**src/rtl/assert_macros.svh**
```systemverilog
// Assertion macros for the rate limiter controller RTL.
`ifndef ASSERT_MACROS_SVH
`define ASSERT_MACROS_SVH
`ifndef SYNTHESIS
// Same-cycle implication, skipped while reset is high.
`define PSRL_ASSERT_IMP(label, clk, rst, ante, cons) \
   label: assert property (@(posedge clk) disable iff (rst) (ante) |-> (cons)) \
      else $error("psrl assertion failed");
// Next-cycle implication, skipped while reset is high.
`define PSRL_ASSERT_NXT(label, clk, rst, ante, cons) \
   label: assert property (@(posedge clk) disable iff (rst) (ante) |=> (cons)) \
      else $error("psrl assertion failed");
`else
`define PSRL_ASSERT_IMP(label, clk, rst, ante, cons)
`define PSRL_ASSERT_NXT(label, clk, rst, ante, cons)
`endif
`endif

```
**src/rtl/psrl_pkg.sv**
```systemverilog
// Types and constants shared by the rate limiter modules.
package psrl_pkg;

   localparam logic OP_ATTEMPT = 1'b0;
   localparam logic OP_SWEEP   = 1'b1;

   localparam logic [1:0] CSR_WINDOW = 2'd0;
   localparam logic [1:0] CSR_MAX    = 2'd1;
   localparam logic [1:0] CSR_STALE  = 2'd2;

   localparam logic [31:0] WINDOW_RESET = 32'd10000;
   localparam logic [7:0]  MAX_RESET    = 8'd5;
   localparam logic [31:0] STALE_RESET  = 32'd60000;

   localparam logic [7:0] COUNT_MAX = 8'hFF;
   localparam logic [6:0] FREED_MAX = 7'd127;

   typedef struct packed {
      logic        valid;
      logic [31:0] addr;
      logic [31:0] last_time;
      logic [7:0]  count;
   } entry_type;

   typedef enum logic [2:0] {
      ST_CLEAR,
      ST_IDLE,
      ST_SCAN,
      ST_DRAIN,
      ST_UPDATE,
      ST_HOLD
   } state_type;

   typedef struct packed {
      logic clear;
      logic start;
      logic read;
      logic update;
      logic load_out;
   } cmd_type;

   typedef struct packed {
      logic last_idx;
   } status_type;

endpackage

```
**src/rtl/psrl_ctrl.sv**
```systemverilog
// Controller state machine: clearing pass, table scan, update and result handoff.
`include "assert_macros.svh"
module psrl_ctrl import psrl_pkg::*; (
   input  logic       clock,
   input  logic       reset,
   input  logic       req_valid,
   output logic       req_stall,
   output logic       rsp_valid,
   input  logic       rsp_stall,
   output cmd_type    cmd,
   input  status_type status
);

   state_type state_ff, state_in;
   logic      rsp_valid_ff, rsp_valid_in;
   logic      out_free;

   assign out_free  = !rsp_valid_ff || !rsp_stall;
   assign req_stall = (state_ff != ST_IDLE);
   assign rsp_valid = rsp_valid_ff;

   always_ff @(posedge clock) begin
      if (reset) begin
         state_ff     <= ST_CLEAR;
         rsp_valid_ff <= 1'b0;
      end else begin
         state_ff     <= state_in;
         rsp_valid_ff <= rsp_valid_in;
      end
   end

   always_comb begin
      state_in = state_ff;
      cmd      = '0;
      case (state_ff)
         ST_CLEAR: begin
            cmd.clear = 1'b1;
            if (status.last_idx) begin
               state_in = ST_IDLE;
            end
         end
         ST_IDLE: begin
            if (req_valid) begin
               cmd.start = 1'b1;
               state_in  = ST_SCAN;
            end
         end
         ST_SCAN: begin
            cmd.read = 1'b1;
            if (status.last_idx) begin
               state_in = ST_DRAIN;
            end
         end
         ST_DRAIN: begin
            state_in = ST_UPDATE;
         end
         ST_UPDATE: begin
            cmd.update = 1'b1;
            state_in   = ST_HOLD;
         end
         ST_HOLD: begin
            if (out_free) begin
               cmd.load_out = 1'b1;
               state_in     = ST_IDLE;
            end
         end
         default: begin
            state_in = ST_CLEAR;
         end
      endcase

      if (cmd.load_out) begin
         rsp_valid_in = 1'b1;
      end else if (rsp_valid_ff && !rsp_stall) begin
         rsp_valid_in = 1'b0;
      end else begin
         rsp_valid_in = rsp_valid_ff;
      end
   end

   `PSRL_ASSERT_NXT(a_hold_loads, clock, reset, (state_ff == ST_HOLD) && !rsp_valid_ff, rsp_valid_ff)
   `PSRL_ASSERT_NXT(a_accept_scans, clock, reset, req_valid && !req_stall, state_ff == ST_SCAN)
   `PSRL_ASSERT_NXT(a_scan_ends, clock, reset, (state_ff == ST_SCAN) && status.last_idx, state_ff == ST_DRAIN)
   `PSRL_ASSERT_IMP(a_load_free, clock, reset, cmd.load_out, !rsp_valid_ff || !rsp_stall)

endmodule

```
**config.mk**
```make
export PLATFORM = sky130hd
export DESIGN_NAME = psrl_ctrl
export DESIGN_NICKNAME = d
export VERILOG_FILES = /design/src/rtl/psrl_pkg.sv /design/src/rtl/psrl_ctrl.sv
export VERILOG_INCLUDE_DIRS = /design/src /design/src/rtl
export SDC_FILE = /design/constraint.sdc
export NUM_CORES = 1
export LEC_CHECK = 0
export BUFFER_PORTS_ARGS = -buffer_cell sky130_fd_sc_hd__buf_2
export CORE_AREA = 3 3 40 42
export CTS_CLUSTER_SIZE = 10
export DETAILED_ROUTE_END_ITERATION = 6
export DIE_AREA = 0 0 43 45
export GPL_ROUTABILITY_DRIVEN = 0
export SETUP_SLACK_MARGIN = 0.2
export SYNTH_ARGS = -nofsm -noshare
export SYNTH_HDL_FRONTEND = slang
export SYNTH_SLANG_ARGS = --single-unit
```
**constraint.sdc**
```tcl
create_clock -name clock -period 2.95 [get_ports clock]
set_input_delay 0.1475 -clock clock [delete_from_list [all_inputs] [get_ports clock]]
set_output_delay 0.1475 -clock clock [all_outputs]
set_load 0.05 [all_outputs]
```
==> results of run 1 <==
[synthesized netlist by cell type (all sizes together)]
| master | count | area, um^2 |
|---|---|---|
| and2b | 1 | 7.510 |
| nor2 | 2 | 7.510 |
| a31o | 1 | 8.760 |
| o21bai | 1 | 7.510 |
| nand2 | 4 | 15.01 |
| inv | 1 | 3.750 |
| and3 | 1 | 7.510 |
| and2 | 1 | 6.260 |
| nor3 | 3 | 15.01 |
| nor2b | 2 | 12.51 |
| buf | 1 | 7.510 |
| dfxtp | 4 | 80.08 |
| a21oi | 4 | 20.02 |
| a2111oi | 1 | 15.01 |
[per-layer routing]
| layer | up-vias | wire length [um] | GRT usage |
|---|---|---|---|
| li1 | 120 | - | - |
| met4 | 0 | 0 | 0.01807 |
| met5 | - | 0 | 0 |
| met3 | 0 | 51 | 0.05179 |
| met2 | 10 | 169 | 0.05389 |
| met1 | 79 | 273 | 0.06731 |
[sequential cells by signal (all words and copies together), names as in the netlist]
register / flops
state_ff: 3
rsp_valid: 1
[how the worst min path moves through the flow]
| stage | cells past startpoint | startpoint | to | slack (ps) |
|---|---|---|---|---|
| floorplan | 1 | reset | rsp_valid | 220 |
| global placement | 2 | reset | state_ff[0] | 390 |
| detailed placement | 2 | reset | rsp_valid | 390 |
| CTS | 2 | reset | rsp_valid | 140 |
| global route | 2 | reset | rsp_valid | 170 |
| finish | 2 | reset | rsp_valid | 150 |
[worst register-to-register path, delay by kind of cell, from the launching register on]
family | cells | cell delay, ps
AOI/OAI and AO/OA | 2 | 480
DFF | 1 | 450
buffers and inverters | 1 | 90
[cell type report]
| class | instances | area, um^2 | share of cell area |
|---|---|---|---|
| Multi-Input combinational cell | 21 | 122.6 | 0.4050 |
| Sequential cell | 4 | 80.08 | 0.2645 |
| Timing Repair Buffer | 11 | 55.05 | 0.1818 |
| Clock buffer | 3 | 22.52 | 0.07438 |
| Tap cell | 15 | 18.77 | 0.06198 |
| Inverter | 1 | 3.754 | 0.01240 |
[per-stage QoR]
step,total power [mW],instances,hold WS (ps),utilization,cell area (um^2)
after floorplan,0.08985,27,216.6,-,214.0
after global placement,0.09998,52,390.4,0.2181,280.3
after detailed placement,0.1004,52,391.7,0.2181,280.3
after CTS,0.1710,55,143.0,0.2356,302.8
after global routing,0.1757,55,169.4,0.2356,302.8
final,0.1657,55,148.2,0.2356,302.8
[report_power, final]
part           internal, mW  total [mW]  switching (mW)
Sequential           0.0568      0.0613         0.00452
Clock                0.0454      0.0663          0.0209
Combinational        0.0113      0.0380          0.0268
Total                 0.113       0.166          0.0522
[cells by family (layout without fill, tap and decap cells)]
| kind of cell | Yosys count | count (layout) | synth area share |
|---|---|---|---|
| AO/OA/AOI/OAI | 7 | 7 | 0.2398 |
| AND/OR/NAND/NOR | 14 | 14 | 0.3333 |
| buffers and inverters | 2 | 15 | 0.05263 |
| flip-flops | 4 | 4 | 0.3743 |
==> flow_metrics.env, run 1 <==
export IMPL_initial_core_util=0.1665
export IMPL_ys_warn_count=0
export IMPL_hpwl_um=390.8
export IMPL_drt_first_pass_iters=2
export IMPL_tns_ps=0
export IMPL_rsz0062_at_grt="false"
export IMPL_r2r_end="state_ff[2]"
export IMPL_coreArea_um2=1285
export IMPL_reg2reg_from="state_ff[2]"
export IMPL_path_cells="and2b_1 > nand2_1 > a21oi_1 > buf_2"
export IMPL_mostFrequentLayoutCells="buf_2, nand2_1, a21oi_1, dfxtp_1"
export IMPL_reg2reg_depth=3
export IMPL_crit_end="cmd[0]"
export IMPL_ctsHoldBuffers=0
export IMPL_cts_sinks=4
export IMPL_ys_seq_area_frac=0.3743
export IMPL_start_kind="flip-flop"
export IMPL_post_place_ws_ps=1686
export IMPL_slew_headroom=0.8215
export IMPL_worstPathArrival_ps=1350
export IMPL_syn_area_um2=214.0
export IMPL_cp_depth=4
export IMPL_die_area_um2=1935
export IMPL_cts_buffers=3
export IMPL_grt_pass1_wl_um=690
export IMPL_cts_root_buffer="clkbuf_4"
export IMPL_critPathSlowestCell="dfxtp_1"
export IMPL_drtIter0Drc=2
export IMPL_status="complete, no violations"
export IMPL_critPathLaunch="state_ff[0]"
export IMPL_fin_nets=47
export IMPL_post_route_min_period_ps=1499
export IMPL_port_buffers=11
export IMPL_fmax_ghz=0.6672
export IMPL_period_share=0.5081
export IMPL_std_cell_rows=13
export IMPL_grt_use_total=0.05158
export IMPL_clock_skew_ps=0.5483
export IMPL_drc=0
export IMPL_final_common_cell="buf_2"
export IMPL_setup_viol=0
export IMPL_cts_tree="yes"
export IMPL_drv_slew=0
export IMPL_synthCells=27
export IMPL_worstPathMaxFanout=8
export IMPL_ant_nets=0
export IMPL_cts_htree_levels=1
export IMPL_leakage_nw=0.1408
export IMPL_cts_setup_buffers=0
export IMPL_ctsResizeCount=0
export IMPL_insertion_delay_ps=230
export IMPL_antenna_cells=0
export IMPL_drive_above_1_share=0.4250
export IMPL_ys_types=14
export IMPL_clkTransAtPathRegs_ps=40
export IMPL_synth_nets=32
export IMPL_crit_buf_inv=1
export IMPL_die_h_um=45
export IMPL_synth_area_per_cell_um2=7.924
export IMPL_grt_pass1_vias=178
export IMPL_criticalPathCategory="flip-flop to output pin"
export IMPL_endpoint_kind="output pin"
export IMPL_fin_ws_ps=1451
export IMPL_antenna_found_initial=0
export IMPL_ctsLongestPathBuffers=2
export IMPL_critPathMaxStageDelay_ps=440
export IMPL_ir_drop_v=0.0001890
export IMPL_tightest_slew_ps=267.2
export IMPL_wirelength_um=494
export IMPL_power_per_cell_area_nw_per_um2=547.1
export IMPL_area_growth_pct=41.52
export IMPL_fillers=145
export IMPL_cp_top_family="flip-flops"
export IMPL_hold_viol_final=0
export IMPL_die_x_um=43
export IMPL_via_count=209
export IMPL_required_ps=2800
export IMPL_num_io_pins=12
export IMPL_grt_start_max_net_pins=9
export IMPL_ys_seq_elements=4
export IMPL_grt_overflow=0
export IMPL_max_cap_viol_count=0
export IMPL_wl_per_cell_um=8.982
export IMPL_hold_class="primary input to flip-flop"
export IMPL_r2r_setup_slack_ps=1870
export IMPL_vias_per_cell=3.800
Power figures use the tool's default switching activity.
==> run 2: changes to the inputs <==
==> constraint.sdc (replaced) <==
create_clock -name clock -period 1.35 [get_ports clock]
set_input_delay 0.0675 -clock clock [delete_from_list [all_inputs] [get_ports clock]]
set_output_delay 0.0675 -clock clock [all_outputs]
set_load 0.05 [all_outputs]
==> flow_metrics.env, run 2 (synthesis results as in run 1) <==
export IMPL_dpl_cell_area_um2=306.5
export IMPL_drt_first_pass_iters=2
export IMPL_multi_input_area_um2=160.2
export IMPL_r2r_setup_slack_ps=290
export IMPL_grt_use_total=0.07006
export IMPL_power_uw=401.3
export IMPL_cts_htree_levels=1
export IMPL_setup_viol=0
export IMPL_required_ps=1280
export IMPL_ctsLongestPathBuffers=2
export IMPL_hold_viol_final=0
export IMPL_path_cells="and2b_2 > nand2_2 > a21oi_2 > buf_6"
export IMPL_final_seq_area_um2=86.33
export IMPL_power_per_cell_area_nw_per_um2=935.0
export IMPL_grt_pass1_vias=216
export IMPL_cts_tree="yes"
export IMPL_antenna_cells=0
export IMPL_tightest_slew_ps=260.4
export IMPL_fillers=136
export IMPL_slew_headroom=0.8261
export IMPL_drv_slew=0
export IMPL_cts_root_buffer="clkbuf_4"
export IMPL_clock_skew_ps=0.9157
export IMPL_post_layout_nonfiller_instances=60
export IMPL_hold_class="primary input to flip-flop"
export IMPL_fin_nets=52
export IMPL_cts_buffers=3
export IMPL_reg2reg_from="state_ff[1]"
export IMPL_hp_start="reset"
export IMPL_min_to="rsp_valid"
export IMPL_grt_overflow=0
export IMPL_ir_drop_v=0.0002716
export IMPL_wl_per_cell_um=9.833
export IMPL_num_io_pins=12
export IMPL_endpoint_kind="output pin"
export IMPL_start_kind="flip-flop"
export IMPL_ant_nets=0
export IMPL_dp_cells=54
export IMPL_area_growth_pct=100.6
export IMPL_initial_core_util=0.1665
export IMPL_drtIter0Drc=2
export IMPL_antenna_found_initial=0
export IMPL_fmax_ghz=0.8300
export IMPL_tns_ps=0
export IMPL_leakage_nw=0.1809
export IMPL_die_area_um2=1935
export IMPL_drc=0
export IMPL_std_cell_rows=13
export IMPL_insertion_delay_ps=230
export IMPL_criticalPathCategory="flip-flop to output pin"
export IMPL_post_route_min_period_ps=1205
export IMPL_vias_per_cell=4.250
export IMPL_fin_area_um2=429.2
export IMPL_r2r_end="rsp_valid"
export IMPL_status="complete, no violations"
export IMPL_largest_register="state_ff"
export IMPL_cts_sinks=4
export IMPL_reg2reg_depth=5
export IMPL_rsz0062_at_grt="true"
export IMPL_period_share=0.8925
export IMPL_worstPathArrival_ps=1140
export IMPL_die_h_um=45
export IMPL_grt_start_max_net_pins=8
export IMPL_die_x_um=43
export IMPL_clkTransAtPathRegs_ps=40
export IMPL_hold_depth=2
export IMPL_critPathSlowestCell="dfxtp_2"
export IMPL_critPathMaxStageDelay_ps=300
export IMPL_max_cap_viol_count=0
export IMPL_mostFrequentLayoutCells="buf_2, buf_4, buf_6"
export IMPL_worstPathMaxFanout=4
export IMPL_via_count=255
export IMPL_grt_pass1_wl_um=924
export IMPL_drive_above_1_share=0.7111
export IMPL_largest_reg_flops=3
export IMPL_coreArea_um2=1285
export IMPL_port_buffers=11
export IMPL_wirelength_um=590
==> run 2: cell types whose count changed in the layout (fill, tap and decap cells not counted), moves of 3 or more <==
cell     change
buf_2        -6
buf_4        +5
buf_6        +4
dfxtp_1      -3
==> run 2: routing by layer <==
layer  global-route usage  wire length (um)
met3              0.03586                57
met1              0.06780               228
met2              0.09581               288
met5                    0                 0
met4              0.09036                16
==> run 2: timing repair <==
action                                  CTS  global route
buffers inserted                          1             2
endpoints found under the setup margin    6             5
pin swaps                                 1             1
gates resized for setup                  16             9
hold buffers                              0             0
==> run 2: power by group <==
part / internal, mW / switching, mW / total [mW]
clock network: 0.0991 / 0.0439 / 0.143
logic: 0.0548 / 0.0766 / 0.131
registers: 0.123 / 0.00390 / 0.127
total: 0.277 / 0.124 / 0.401
==> run 2: worst max-delay path: cells and delay by family, from the launching register on <==
family	cells	cell delay (ps)
AOI/OAI and AO/OA	1	120
buffers and inverters	1	170
and+or+nand+nor	2	310
DFF	1	300
==> run 2: area by class of cell <==
class	count	share of cell area
Inverter	1	0.008746
Multi-Input combinational cell	21	0.3732
Tap cell	15	0.04373
Clock buffer	3	0.05248
Sequential cell	4	0.2012
Timing Repair Buffer	16	0.3207
==> run 2: worst max path at each step <==
stage | startpoint | end | slack [ps] | cells after the start
detailed placement | state_ff[2] | state_ff[2] | 260 | 3
global placement | state_ff[2] | state_ff[2] | 270 | 3
global route | state_ff[1] | cmd[0] | 90 | 4
CTS | state_ff[1] | cmd[0] | 100 | 4
floorplan | state_ff[2] | cmd[1] | 170 | 2
finish | state_ff[1] | cmd[0] | 150 | 4
==> run 2: through the flow <==
stage,hold slack [ps],worst slack (ps),util
finish,71.08,145.2,0.3340
global route,77.57,90.73,0.3340
CTS,68.52,95.26,0.3019
detailed placement,314.5,259.0,0.2386
global placement,308.8,271.6,0.2386
floorplan,129.2,172.2,-
